`src/hdl/cau_pkg.sv`:
```
// ----------------------------------------------------------------------------
// cau_pkg
// shared types and codes of the complex arithmetic unit
// ----------------------------------------------------------------------------
`default_nettype none

package cau_pkg;

    // operation codes
    typedef enum logic [1:0] {
        ACT_ADD = 2'd0,
        ACT_SUB = 2'd1,
        ACT_MUL = 2'd2,
        ACT_DIV = 2'd3
    } action_t;

    // status codes
    localparam logic [1:0] ST_OK   = 2'd0;
    localparam logic [1:0] ST_SAT  = 2'd1;
    localparam logic [1:0] ST_DIVZ = 2'd2;

    // classified item passed from front to back
    typedef struct packed {
        action_t             action;
        logic signed [16:0]  sum_r;
        logic signed [16:0]  sum_i;
        logic signed [31:0]  p_rr;
        logic signed [31:0]  p_ii;
        logic signed [31:0]  p_ir;
        logic signed [31:0]  p_ri;
        logic        [30:0]  sq_r;
        logic        [30:0]  sq_i;
    } entry_t;

endpackage

`default_nettype wire

```
`src/hdl/cau_fifo.sv`:
```
// ----------------------------------------------------------------------------
// cau_fifo
// short queue decoupling the front from the back
// ----------------------------------------------------------------------------
`default_nettype none

module cau_fifo #(
    parameter int DEPTH = 4
) (
    input  wire logic           clk,
    input  wire logic           rst_n,
    input  wire logic           push_valid,
    output logic                push_ready,
    input  wire cau_pkg::entry_t push_entry,
    output logic                pop_valid,
    input  wire logic           pop_ready,
    output cau_pkg::entry_t     pop_entry
);

    localparam int AW = (DEPTH > 1) ? $clog2(DEPTH) : 1;

    cau_pkg::entry_t mem [DEPTH];
    logic [AW-1:0]   wr_ptr_reg, rd_ptr_reg;
    logic [AW:0]     count_reg;
    logic            do_push, do_pop;

    assign push_ready = (count_reg != (AW+1)'(DEPTH));
    assign pop_valid  = (count_reg != '0);
    assign pop_entry  = mem[rd_ptr_reg];
    assign do_push    = push_valid && push_ready;
    assign do_pop     = pop_valid && pop_ready;

    // pointers and fill count
    always_ff @(posedge clk or negedge rst_n)
    begin
        if (!rst_n)
        begin
            wr_ptr_reg <= '0;
            rd_ptr_reg <= '0;
            count_reg  <= '0;
        end
        else
        begin
            if (do_push)
                wr_ptr_reg <= (wr_ptr_reg == AW'(DEPTH-1)) ? '0 : wr_ptr_reg + 1'b1;
            if (do_pop)
                rd_ptr_reg <= (rd_ptr_reg == AW'(DEPTH-1)) ? '0 : rd_ptr_reg + 1'b1;
            if (do_push && !do_pop)
                count_reg <= count_reg + 1'b1;
            else if (do_pop && !do_push)
                count_reg <= count_reg - 1'b1;
        end
    end

    // storage
    always_ff @(posedge clk)
    begin
        if (do_push)
            mem[wr_ptr_reg] <= push_entry;
    end

endmodule

`default_nettype wire

```
`config.mk`:
```
export PLATFORM = sky130hd
export DESIGN_NAME = cau_fifo
export DESIGN_NICKNAME = d
export VERILOG_FILES = /design/src/hdl/cau_pkg.sv /design/src/hdl/cau_fifo.sv
export SDC_FILE = /design/constraint.sdc
export NUM_CORES = 1
export LEC_CHECK = 0
export ABC_AREA = 1
export BUFFER_PORTS_ARGS = -buffer_cell sky130_fd_sc_hd__buf_4
export CAP_MARGIN = 30
export CORE_MARGIN = 4
export CORE_UTILIZATION = 50
export CTS_CLUSTER_SIZE = 24
export DETAILED_ROUTE_END_ITERATION = 7
export GPL_TIMING_DRIVEN = 1
export PLACE_DENSITY = 0.78
export SETUP_SLACK_MARGIN = 0.05
export SLEW_MARGIN = 10
export SYNTH_ARGS = -nofsm -noshare
export SYNTH_HDL_FRONTEND = slang
export SYNTH_SLANG_ARGS = --single-unit
```
`constraint.sdc`:
```
create_clock -name clk -period 9.99 [get_ports clk]
set_input_delay 2.997 -clock clk [delete_from_list [all_inputs] [get_ports clk]]
set_output_delay 2.997 -clock clk [all_outputs]
set_load 0.02 [all_outputs]
```
==> results.toml <==
[layout]
postLayoutCoreUtil_pct = 60.26
fin_nets = 3359
area_growth_pct = 19.44
design_area_mm2 = 0.04397
nFillCells = 5347
largest_reg_flops = 904
layout-drive-gt1-share_pct = 23.26

[setup_path]
path_delay_family = "flip-flops"
crit_path_start_kind = "flop"
cp_slowest_cell = "dfrtp_4"
critPathMaxStageDelay_ps = 980
crit_buf_inv = 2
crit_type = "flop to primary output"
crit_path_end_kind = "primary output"
worst-path-max-fanout = 255
arrival_ps = 3260
crit_required_ps = 6990
critical_path.cell_chain = "buf_12 > nand2_1 > o211ai_1 > nand2_1 > buf_4"
cpMostUsedCell = "nand2_1"

[synth]
netlist_area_mm2 = 0.03681
synth_cell_types = 18
synth_fp_nets = 2932
ys_seq_area_share_pct = 74.22
yosysWarnings = 0
syn_inst = 2695
synth.avg_cell_area_um2 = 13.66
ys_ff_latch = 911

[clock_tree]
clockBufferDepth = 3
cts_hold_buf = 0
clock_sinks = 911
postCtsSetupBuffers = 0
cts_resized = 0
clock_tree.root_cell = "clkbuf_16"
clock_latency_ps = 630
cts_tree = "yes"
htree_levels = 3
cts-buffers-inserted = 92
clkTransAtPathRegs_ps = 60

[floorplan]
core_area_mm2 = 0.07296
fp.dieH_um = 279.3
initial_core_util_pct = 50.46
rows = 99
dieArea_mm2 = 0.07803
die_x_um = 279.3
top_level_ports = 458

[route]
finalWirelength_mm = 79.11
avgViaCountPerCell = 5.219
ant_nets = 0
post_drt_wl_per_cell_um = 18.98
drcViolationCount = 0
drt_pre_antenna_iters = 6
dr.first_iter.drc_count = 1625
vias = 21746

[sta]
worst_slack_ps = 3728
fmax_ghz = 0.1597
finalMaxSlewViolations = 0
hold_violations = 0
min_period_over_period_pct = 62.68
setup_viol = 0
period_needed_ps = 6262
worst_slew_pin_slew_ps = 1194
finClkSkew_ps = 29.91
finalSetupTns_ps = 0
relSlewSlack_pct = 20.40
rsz0062_at_grt = "no"

[global_routing]
grt_pass1_wl_mm = 121.8
grt_use_met2_pct = 34.90
grt_max_degree = 256
grtUsageMet3_pct = 5.384
grt_pass1_vias = 22090
gr-total-overflow = 0
track_usage_pct = 19.88
gr-max-usage-layer = "met2"
antenna_found_initial = 11
use_met1_pct = 23.14

[flow_run]
drv_cap = 0

[power]
irDropWorstVdd_mv = 0.2766
p_leak_nw = 17.36
power_density_mw_per_mm2 = 316.9

[placed_design]
pre_cts_ws_ps = 4184
routabilityCongestion = 0.7816
io_buffer_count = 457
dp_hpwl_mm = 46.71
dpl_cell_area_mm2 = 0.04080

[hold_path]
hp-class = "flop to flop"

[outcome]
status = "complete, no violations"
## layout by cell type (no fill, tap or decap), types with 3 or more instances in the layout
cell type    n
o211ai_2   122
edfxtp_1   904
clkbuf_1    25
clkbuf_16   93
clkinv_1    14
dfrtp_1      5
nand3_1      7
o211ai_1   330
inv_6        3
buf_16       4
diode_2      9
nand2_1    693
bufinv_16   12
nor2_4       4
clkinv_2    17
buf_4      472
ha_1         6
inv_1      465
inv_16       3
buf_12       7
## power breakdown
group	internal [W]	switching, W	total [W]
Sequential	0.00502	0.000246	0.00527
Combinational	0.00178	0.00344	0.00522
Clock	0.00204	0.00141	0.00345
## worst paths after layout
check / end / depth (start not counted) / startpoint / slack, ps
setup / recovery: pop_entry[177] / 5 / rd_ptr_reg[0]$_DFFE_PN0P_ / 3730
hold / removal: count_reg[2]$_DFFE_PN0P_ / 2 / count_reg[2]$_DFFE_PN0P_ / 490
setup reg to reg: mem[3][20]$_DFFE_PP_ / 5 / count_reg[0]$_DFFE_PN0P_ / 6920
hold reg to reg: count_reg[2]$_DFFE_PN0P_ / 2 / count_reg[2]$_DFFE_PN0P_ / 490
max in group asynchronous: rd_ptr_reg[1]$_DFFE_PN0P_ / 1 / rst_n / 7670
min in group asynchronous: rd_ptr_reg[0]$_DFFE_PN0P_ / 1 / rst_n / 2170
## routing by layer
metal | routed length (um) | up-vias
met5 | 23 | -
met4 | 2972 | 4
met3 | 6078 | 169
met2 | 40200 | 678
met1 | 29830 | 10611
li1 | - | 10284
## final cells by class
| type | instances | area (um2) | area share (%) |
|---|---|---|---|
| tap | 959 | 1200 | 2.729 |
| clock inverter | 53 | 638.1 | 1.451 |
| inverter | 466 | 1757 | 3.995 |
| clock buffer | 118 | 2421 | 5.506 |
| sequential | 911 | 27330 | 62.16 |
| antenna | 9 | 22.52 | 0.05122 |
| timing repair buffer | 483 | 3794 | 8.628 |
| multi-input combinational | 1168 | 6808 | 15.48 |
## tightest hold or removal path, stage by stage (launching register included)
cell and delay (ps):
dfrtp_1 360, nand2_1 60, nand2_1 50
## cell usage after synthesis
master	count	share of area (%)
edfxtp_1	904	74
nand2_1	693	7.1
inv_1	465	4.7
o211ai_1	330	6.7
o211ai_2	122	4.1
buf_2	99	1.3
buf_6	35	1.1
clkbuf_1	12	0.12
dfrtp_1	7	0.48
nand3_1	7	0.095
ha_1	6	0.20
nor2_1	6	0.061
buf_4	4	0.082
fa_1	1	0.054
inv_2	1	0.010
nand4_1	1	0.017
o21ai_0	1	0.014
xnor2_1	1	0.024
## per-stage QoR
step | power (W) | hold slack, ps | std cells
6_report | 0.01393 | 493.1 | 4167
5_1_grt | 0.01467 | 529.8 | 4166
4_1_cts | 0.01406 | 494.4 | 4155
3_5_place_dp | 0.01058 | 480.4 | 3984
3_3_place_gp | 0.01045 | 486.8 | 3983
2_1_floorplan | 0.008921 | 462.8 | 2695
## kinds of logic after synthesis
family	count (synthesis)	share of synthesized area, %
flops	911	74.22
xor+xnor	1	0.02380
fa+ha+maj	7	0.2583
simple gates	707	7.239
buf+inv	616	7.372
compound gates	453	10.89
Note: power is estimated with default switching activity, not from simulation.
