`config.mk`:
```
export PLATFORM = sky130hd
export DESIGN_NAME = cau_front_flat
export DESIGN_NICKNAME = d
export VERILOG_FILES = /design/src/hdl/cau_pkg.sv /design/src/hdl/cau_if.sv /design/src/hdl/cau_front.sv /design/src/flat_wrapper.sv
export SDC_FILE = /design/constraint.sdc
export NUM_CORES = 2
export LEC_CHECK = 0
export CORE_ASPECT_RATIO = 0.7
export CORE_MARGIN = 2
export CORE_UTILIZATION = 50
export CTS_CLUSTER_DIAMETER = 40
export DETAILED_ROUTE_END_ITERATION = 7
export DONT_BUFFER_PORTS = 1
export PLACE_DENSITY = 0.68
export SLEW_MARGIN = 20
export SYNTH_ARGS = -nofsm -noshare
export SYNTH_HDL_FRONTEND = slang
export SYNTH_SLANG_ARGS = --single-unit
```
`constraint.sdc`:
```
create_clock -name clk -period 14.45 [get_ports clk]
set_input_delay 2.89 -clock clk [delete_from_list [all_inputs] [get_ports clk]]
set_output_delay 2.89 -clock clk [all_outputs]
set_load 0.03 [all_outputs]
```
`src/hdl/cau_pkg.sv`:
```
// ----------------------------------------------------------------------------
// cau_pkg
// shared types and codes of the complex arithmetic unit
// ----------------------------------------------------------------------------
`default_nettype none

package cau_pkg;

    // operation codes
    typedef enum logic [1:0] {
        ACT_ADD = 2'd0,
        ACT_SUB = 2'd1,
        ACT_MUL = 2'd2,
        ACT_DIV = 2'd3
    } action_t;

    // status codes
    localparam logic [1:0] ST_OK   = 2'd0;
    localparam logic [1:0] ST_SAT  = 2'd1;
    localparam logic [1:0] ST_DIVZ = 2'd2;

    // classified item passed from front to back
    typedef struct packed {
        action_t             action;
        logic signed [16:0]  sum_r;
        logic signed [16:0]  sum_i;
        logic signed [31:0]  p_rr;
        logic signed [31:0]  p_ii;
        logic signed [31:0]  p_ir;
        logic signed [31:0]  p_ri;
        logic        [30:0]  sq_r;
        logic        [30:0]  sq_i;
    } entry_t;

endpackage

`default_nettype wire

```
`src/hdl/cau_if.sv`:
```
// ----------------------------------------------------------------------------
// cau channel interfaces
// valid/ready channels for operand items and result items
// ----------------------------------------------------------------------------
`default_nettype none

interface cau_in_if;
    logic               valid;
    logic               ready;
    logic        [1:0]  action;
    logic signed [15:0] a_real;
    logic signed [15:0] a_imag;
    logic signed [15:0] b_real;
    logic signed [15:0] b_imag;

    modport source (output valid, action, a_real, a_imag, b_real, b_imag, input ready);
    modport sink   (input valid, action, a_real, a_imag, b_real, b_imag, output ready);
endinterface


`default_nettype wire

```
`src/hdl/cau_front.sv`:
```
// ----------------------------------------------------------------------------
// cau_front
// accepts operand items, forms sums and all partial products
// ----------------------------------------------------------------------------
`default_nettype none

module cau_front (
    input  wire logic           clk,
    input  wire logic           rst_n,
    cau_in_if.sink              in_ch,
    output logic                push_valid,
    input  wire logic           push_ready,
    output cau_pkg::entry_t     push_entry
);

    logic               s1_valid_reg;
    cau_pkg::action_t   s1_action_reg;
    logic signed [15:0] s1_ar_reg, s1_ai_reg, s1_br_reg, s1_bi_reg;
    logic               s2_valid_reg;
    cau_pkg::entry_t    s2_entry_reg;
    cau_pkg::entry_t    s2_next;
    logic               adv;

    // whole front moves when its last stage is empty or drained
    assign adv         = !s2_valid_reg || push_ready;
    assign in_ch.ready = adv;
    assign push_valid  = s2_valid_reg;
    assign push_entry  = s2_entry_reg;

    // sums and products of the operand stage
    always_comb
    begin
        s2_next.action = s1_action_reg;
        s2_next.sum_r  = 17'(s1_ar_reg) + 17'(s1_br_reg);
        s2_next.sum_i  = 17'(s1_ai_reg) + 17'(s1_bi_reg);
        if (s1_action_reg == cau_pkg::ACT_SUB)
        begin
            s2_next.sum_r = 17'(s1_ar_reg) - 17'(s1_br_reg);
            s2_next.sum_i = 17'(s1_ai_reg) - 17'(s1_bi_reg);
        end
        s2_next.p_rr = s1_ar_reg * s1_br_reg;
        s2_next.p_ii = s1_ai_reg * s1_bi_reg;
        s2_next.p_ir = s1_ai_reg * s1_br_reg;
        s2_next.p_ri = s1_ar_reg * s1_bi_reg;
        s2_next.sq_r = 31'(32'(s1_br_reg * s1_br_reg));
        s2_next.sq_i = 31'(32'(s1_bi_reg * s1_bi_reg));
    end

    // control
    always_ff @(posedge clk or negedge rst_n)
    begin
        if (!rst_n)
        begin
            s1_valid_reg <= 1'b0;
            s2_valid_reg <= 1'b0;
        end
        else if (adv)
        begin
            s1_valid_reg <= in_ch.valid;
            s2_valid_reg <= s1_valid_reg;
        end
    end

    // payload
    always_ff @(posedge clk)
    begin
        if (adv)
        begin
            s1_action_reg <= cau_pkg::action_t'(in_ch.action);
            s1_ar_reg     <= in_ch.a_real;
            s1_ai_reg     <= in_ch.a_imag;
            s1_br_reg     <= in_ch.b_real;
            s1_bi_reg     <= in_ch.b_imag;
            s2_entry_reg  <= s2_next;
        end
    end

endmodule

`default_nettype wire

```
`src/flat_wrapper.sv`:
```
// flat-port wrapper written by rule: the top's interface ports become plain ports
module cau_front_flat 
  (clk, rst_n, push_valid, push_ready, push_entry, in_ch_valid, in_ch_action, in_ch_a_real, in_ch_a_imag, in_ch_b_real, in_ch_b_imag, in_ch_ready);
  cau_in_if in_ch_i ();
  input  wire logic clk;
  input  wire logic rst_n;
  output logic push_valid;
  input  wire logic push_ready;
  output cau_pkg::entry_t push_entry;
  input wire logic [$bits(in_ch_i.valid)-1:0] in_ch_valid;
  input wire logic [$bits(in_ch_i.action)-1:0] in_ch_action;
  input wire logic [$bits(in_ch_i.a_real)-1:0] in_ch_a_real;
  input wire logic [$bits(in_ch_i.a_imag)-1:0] in_ch_a_imag;
  input wire logic [$bits(in_ch_i.b_real)-1:0] in_ch_b_real;
  input wire logic [$bits(in_ch_i.b_imag)-1:0] in_ch_b_imag;
  output wire logic [$bits(in_ch_i.ready)-1:0] in_ch_ready;
  assign in_ch_i.valid = in_ch_valid;
  assign in_ch_i.action = in_ch_action;
  assign in_ch_i.a_real = in_ch_a_real;
  assign in_ch_i.a_imag = in_ch_a_imag;
  assign in_ch_i.b_real = in_ch_b_real;
  assign in_ch_i.b_imag = in_ch_b_imag;
  assign in_ch_ready = in_ch_i.ready;
  cau_front u_core (.clk(clk), .rst_n(rst_n), .in_ch(in_ch_i), .push_valid(push_valid), .push_ready(push_ready), .push_entry(push_entry));
endmodule
```
==> results.tsv <==
metric	value	unit
status	completed	
Relative slew margins	22.5	%
CTS root buf	clkbuf_16	
share of cells above drive strength 1	3.20	%
WHS Endpoint	u_core.push_valid$_DFFE_PN0P_	
die area	138000	µm²
DRC	0	
Total Nets Final	8862	
Seq/Total Area, Yosys	13.0	%
number of nets still failing antenna checks after routing	0	
main flop type after synthesis	edfxtp_1	
R2R Path End	u_core.push_entry[61]$_DFFE_PP_	
first-pass GRT wire length	282000	µm
flip-flop count of the largest register after layout	224	
CP Max Fanout	45	
Area Overhead vs Synth	5.38	%
Worst Max-Slew Pin Slew	1.16	ns
CTS tree	done	
CP dominant cell by count	fa_1	
crit-path leading delay family	adder cells	
CP endpoint kind	flop	
syn avg cell area	9.77	µm²
Post-synth ARST share	0.685	%
post-CTS setup buffer count	0	
drt via density	5.29	
max_cap viols	0	
cts repair resizes	0	
HP Class	reg -> reg	
TritonRoute pass-1 iters	5	
number of global-route vias before repair	48500	
RR Startpoint	u_core.s1_br_reg[7]$_DFFE_PP_	
cells after synthesis	6886	
number of synthesized flops with an enable pin	290	
CP Class	reg -> reg	
min Tclk post-route	7.99	ns
row count	112	
R2R depth	23	
Req. time, crit path	14.93	ns
initial antenna violation count	16	
Initial DRC Count	3601	
multi-input logic area	50600	µm²
wire length per cell	20.5	µm
Worst path max stage delay	0.73	ns
FILL cells	11900	
Achievable Freq	125	MHz
WHS Path Cells	1	
H-tree depth	2	
boundary pin count	298	
Reg clk slew, reported paths	0.06	ns
TNS Setup	0	ns
period utilization	55.3	%
RSZ-0062 raised after global routing	no	
Initial Util	50.4	%
Crit path arrival time	8.47	ns
I/O Buffers	0	
Post-CTS Hold Buffers	0	
largest net degree at the start of global routing	72	
Yosys warnings	0	
Netlist cell types	76	
clock sinks	292	
die width	443	µm
final setup vio count	0	
chip height	311	µm
Setup Skew	0.0415	ns
cell area after synthesis	67300	µm²
cts bufs inserted	53	
crit start category	flop	
Floorplan Core Area	133000	µm²
total number of vias	45300	
Slowest-stage cell, CP	fa_1	
GPL Wtd Cong	0.899	
CP bufs+invs	7	
Post-Route WL	175000	µm
FF+latch count, synth	292	
critical path launch point	u_core.s1_br_reg[7]$_DFFE_PP_	
grt total ovfl	0	
worst path cell trace	buf_4 > clkinv_1 > fa_1 > inv_1 > fa_1 > inv_1 > fa_1 > inv_1 > fa_1 > fa_1 > inv_1 > fa_1 > inv_1 > ha_1 > and3_1 > nand4_1 > nor2_1 > nand2_1 > a311oi_1 > o2111ai_1 > a21o_1 > and3_1 > a311oi_1	
clock buffer depth	3	
Slew Limit Fails	0	
final hold vios	0	
Hold Startpoint	u_core.s1_valid_reg$_DFFE_PN0P_	
GR Util All Layers	26.6	%
FF+latch area	8760	µm²
R2R setup slack	6.46	ns
worst skew pair latency	0.70	ns
post-DP HPWL	134000	µm
-- metal layers --
layer	track usage (%)	vias to the layer above	part of all wire [%]
li1	-	20000	-
met5	0	-	0.045
met2	38.4	1798	42
met3	5.45	218	9.2
met1	40.5	23300	45
met4	7.60	12	3.1
-- stage by stage --
stage	hold slack [ns]	std cells	utilization [%]	setup WS [ns]	instance area [µm²]
6_report	0.458	8562	53.2	6.46	70900
5_1_grt	0.484	8556	53.2	6.22	70900
4_1_cts	0.461	8554	53.1	6.64	70900
3_5_place_dp	0.447	8454	51.8	6.66	69100
3_3_place_gp	0.440	8454	51.8	6.86	69100
2_1_floorplan	0.430	6887	-	1.49	67300
-- kinds of logic (layout without fill, tap and decap cells) --
logic type      after synthesis  count (layout)  share of synthesized area (%)
buf+inv                    2114            2014                           11.8
fa+ha+maj                  2050            2050                           54.9
simple gates               1664            1664                           11.8
compound gates              469             469                           4.59
flops                       292             292                           13.0
xor+xnor                    291             291                           3.79
mux                           5               5                         0.0799
other cells                   1              10                        0.00557
-- cell usage in the layout, fill, tap and decap left out, drive strengths merged, types with 33 or more instances in the layout --
cell type,Yosys,routed
xor2,57,57
buf,27,79
xnor2,234,234
nand2b,38,38
o21ai,74,74
edfxtp,290,290
nand2,707,707
fa,1507,1507
ha,543,543
inv,1825,1836
nor2,262,262
a21oi,159,159
clkbuf,252,55
clkinv,10,34
and2,494,494
a21o,74,74
nand3,33,33
-- area by class of cell --
cell class	count	share of cell area [%]
antenna	8	0.0282
clock inverter	45	0.716
tap	1767	3.12
sequential	292	12.3
timing repair buffer	79	0.836
clock buffer	55	1.88
multi-input combinational	4481	71.4
inverter	1835	9.71
-- cell usage after synthesis (6+ instances only) --
cell,instances,share of area [%]
nand4_1,9,0.084
a21o_1,74,0.83
nand2_1,707,3.9
a21oi_1,159,1.2
o21bai_1,22,0.25
or3_1,14,0.13
ha_1,543,10
nor2b_1,25,0.23
buf_1,24,0.13
a211oi_1,16,0.18
clkbuf_1,252,1.4
and3_1,26,0.24
inv_1,1822,10
o31ai_1,7,0.078
or2_2,10,0.093
and2_1,494,4.6
a31o_2,10,0.13
nor2_1,262,1.5
a31oi_1,12,0.11
o21ai_0,70,0.52
edfxtp_1,290,13
xor2_1,57,0.74
nand2b_1,38,0.35
o211ai_1,11,0.12
o21a_1,26,0.29
nand3_1,33,0.25
fa_1,1507,45
clkinv_1,10,0.056
a311oi_1,6,0.078
xnor2_1,234,3.0
nor3_1,30,0.22
-- worst max-delay path by stage --
stage,end,slack (ns),cells after the start
6_report,u_core.push_entry[61]$_DFFE_PP_,6.46,23
4_1_cts,u_core.push_entry[61]$_DFFE_PP_,6.64,23
2_1_floorplan,in_ch_ready,1.49,1
3_5_place_dp,u_core.push_entry[61]$_DFFE_PP_,6.66,23
5_1_grt,u_core.push_entry[61]$_DFFE_PP_,6.22,23
3_3_place_gp,u_core.push_entry[61]$_DFFE_PP_,6.86,23
Power is not shown: default switching activity piles up to over one toggle a cycle in this logic, so the estimate is an artifact.
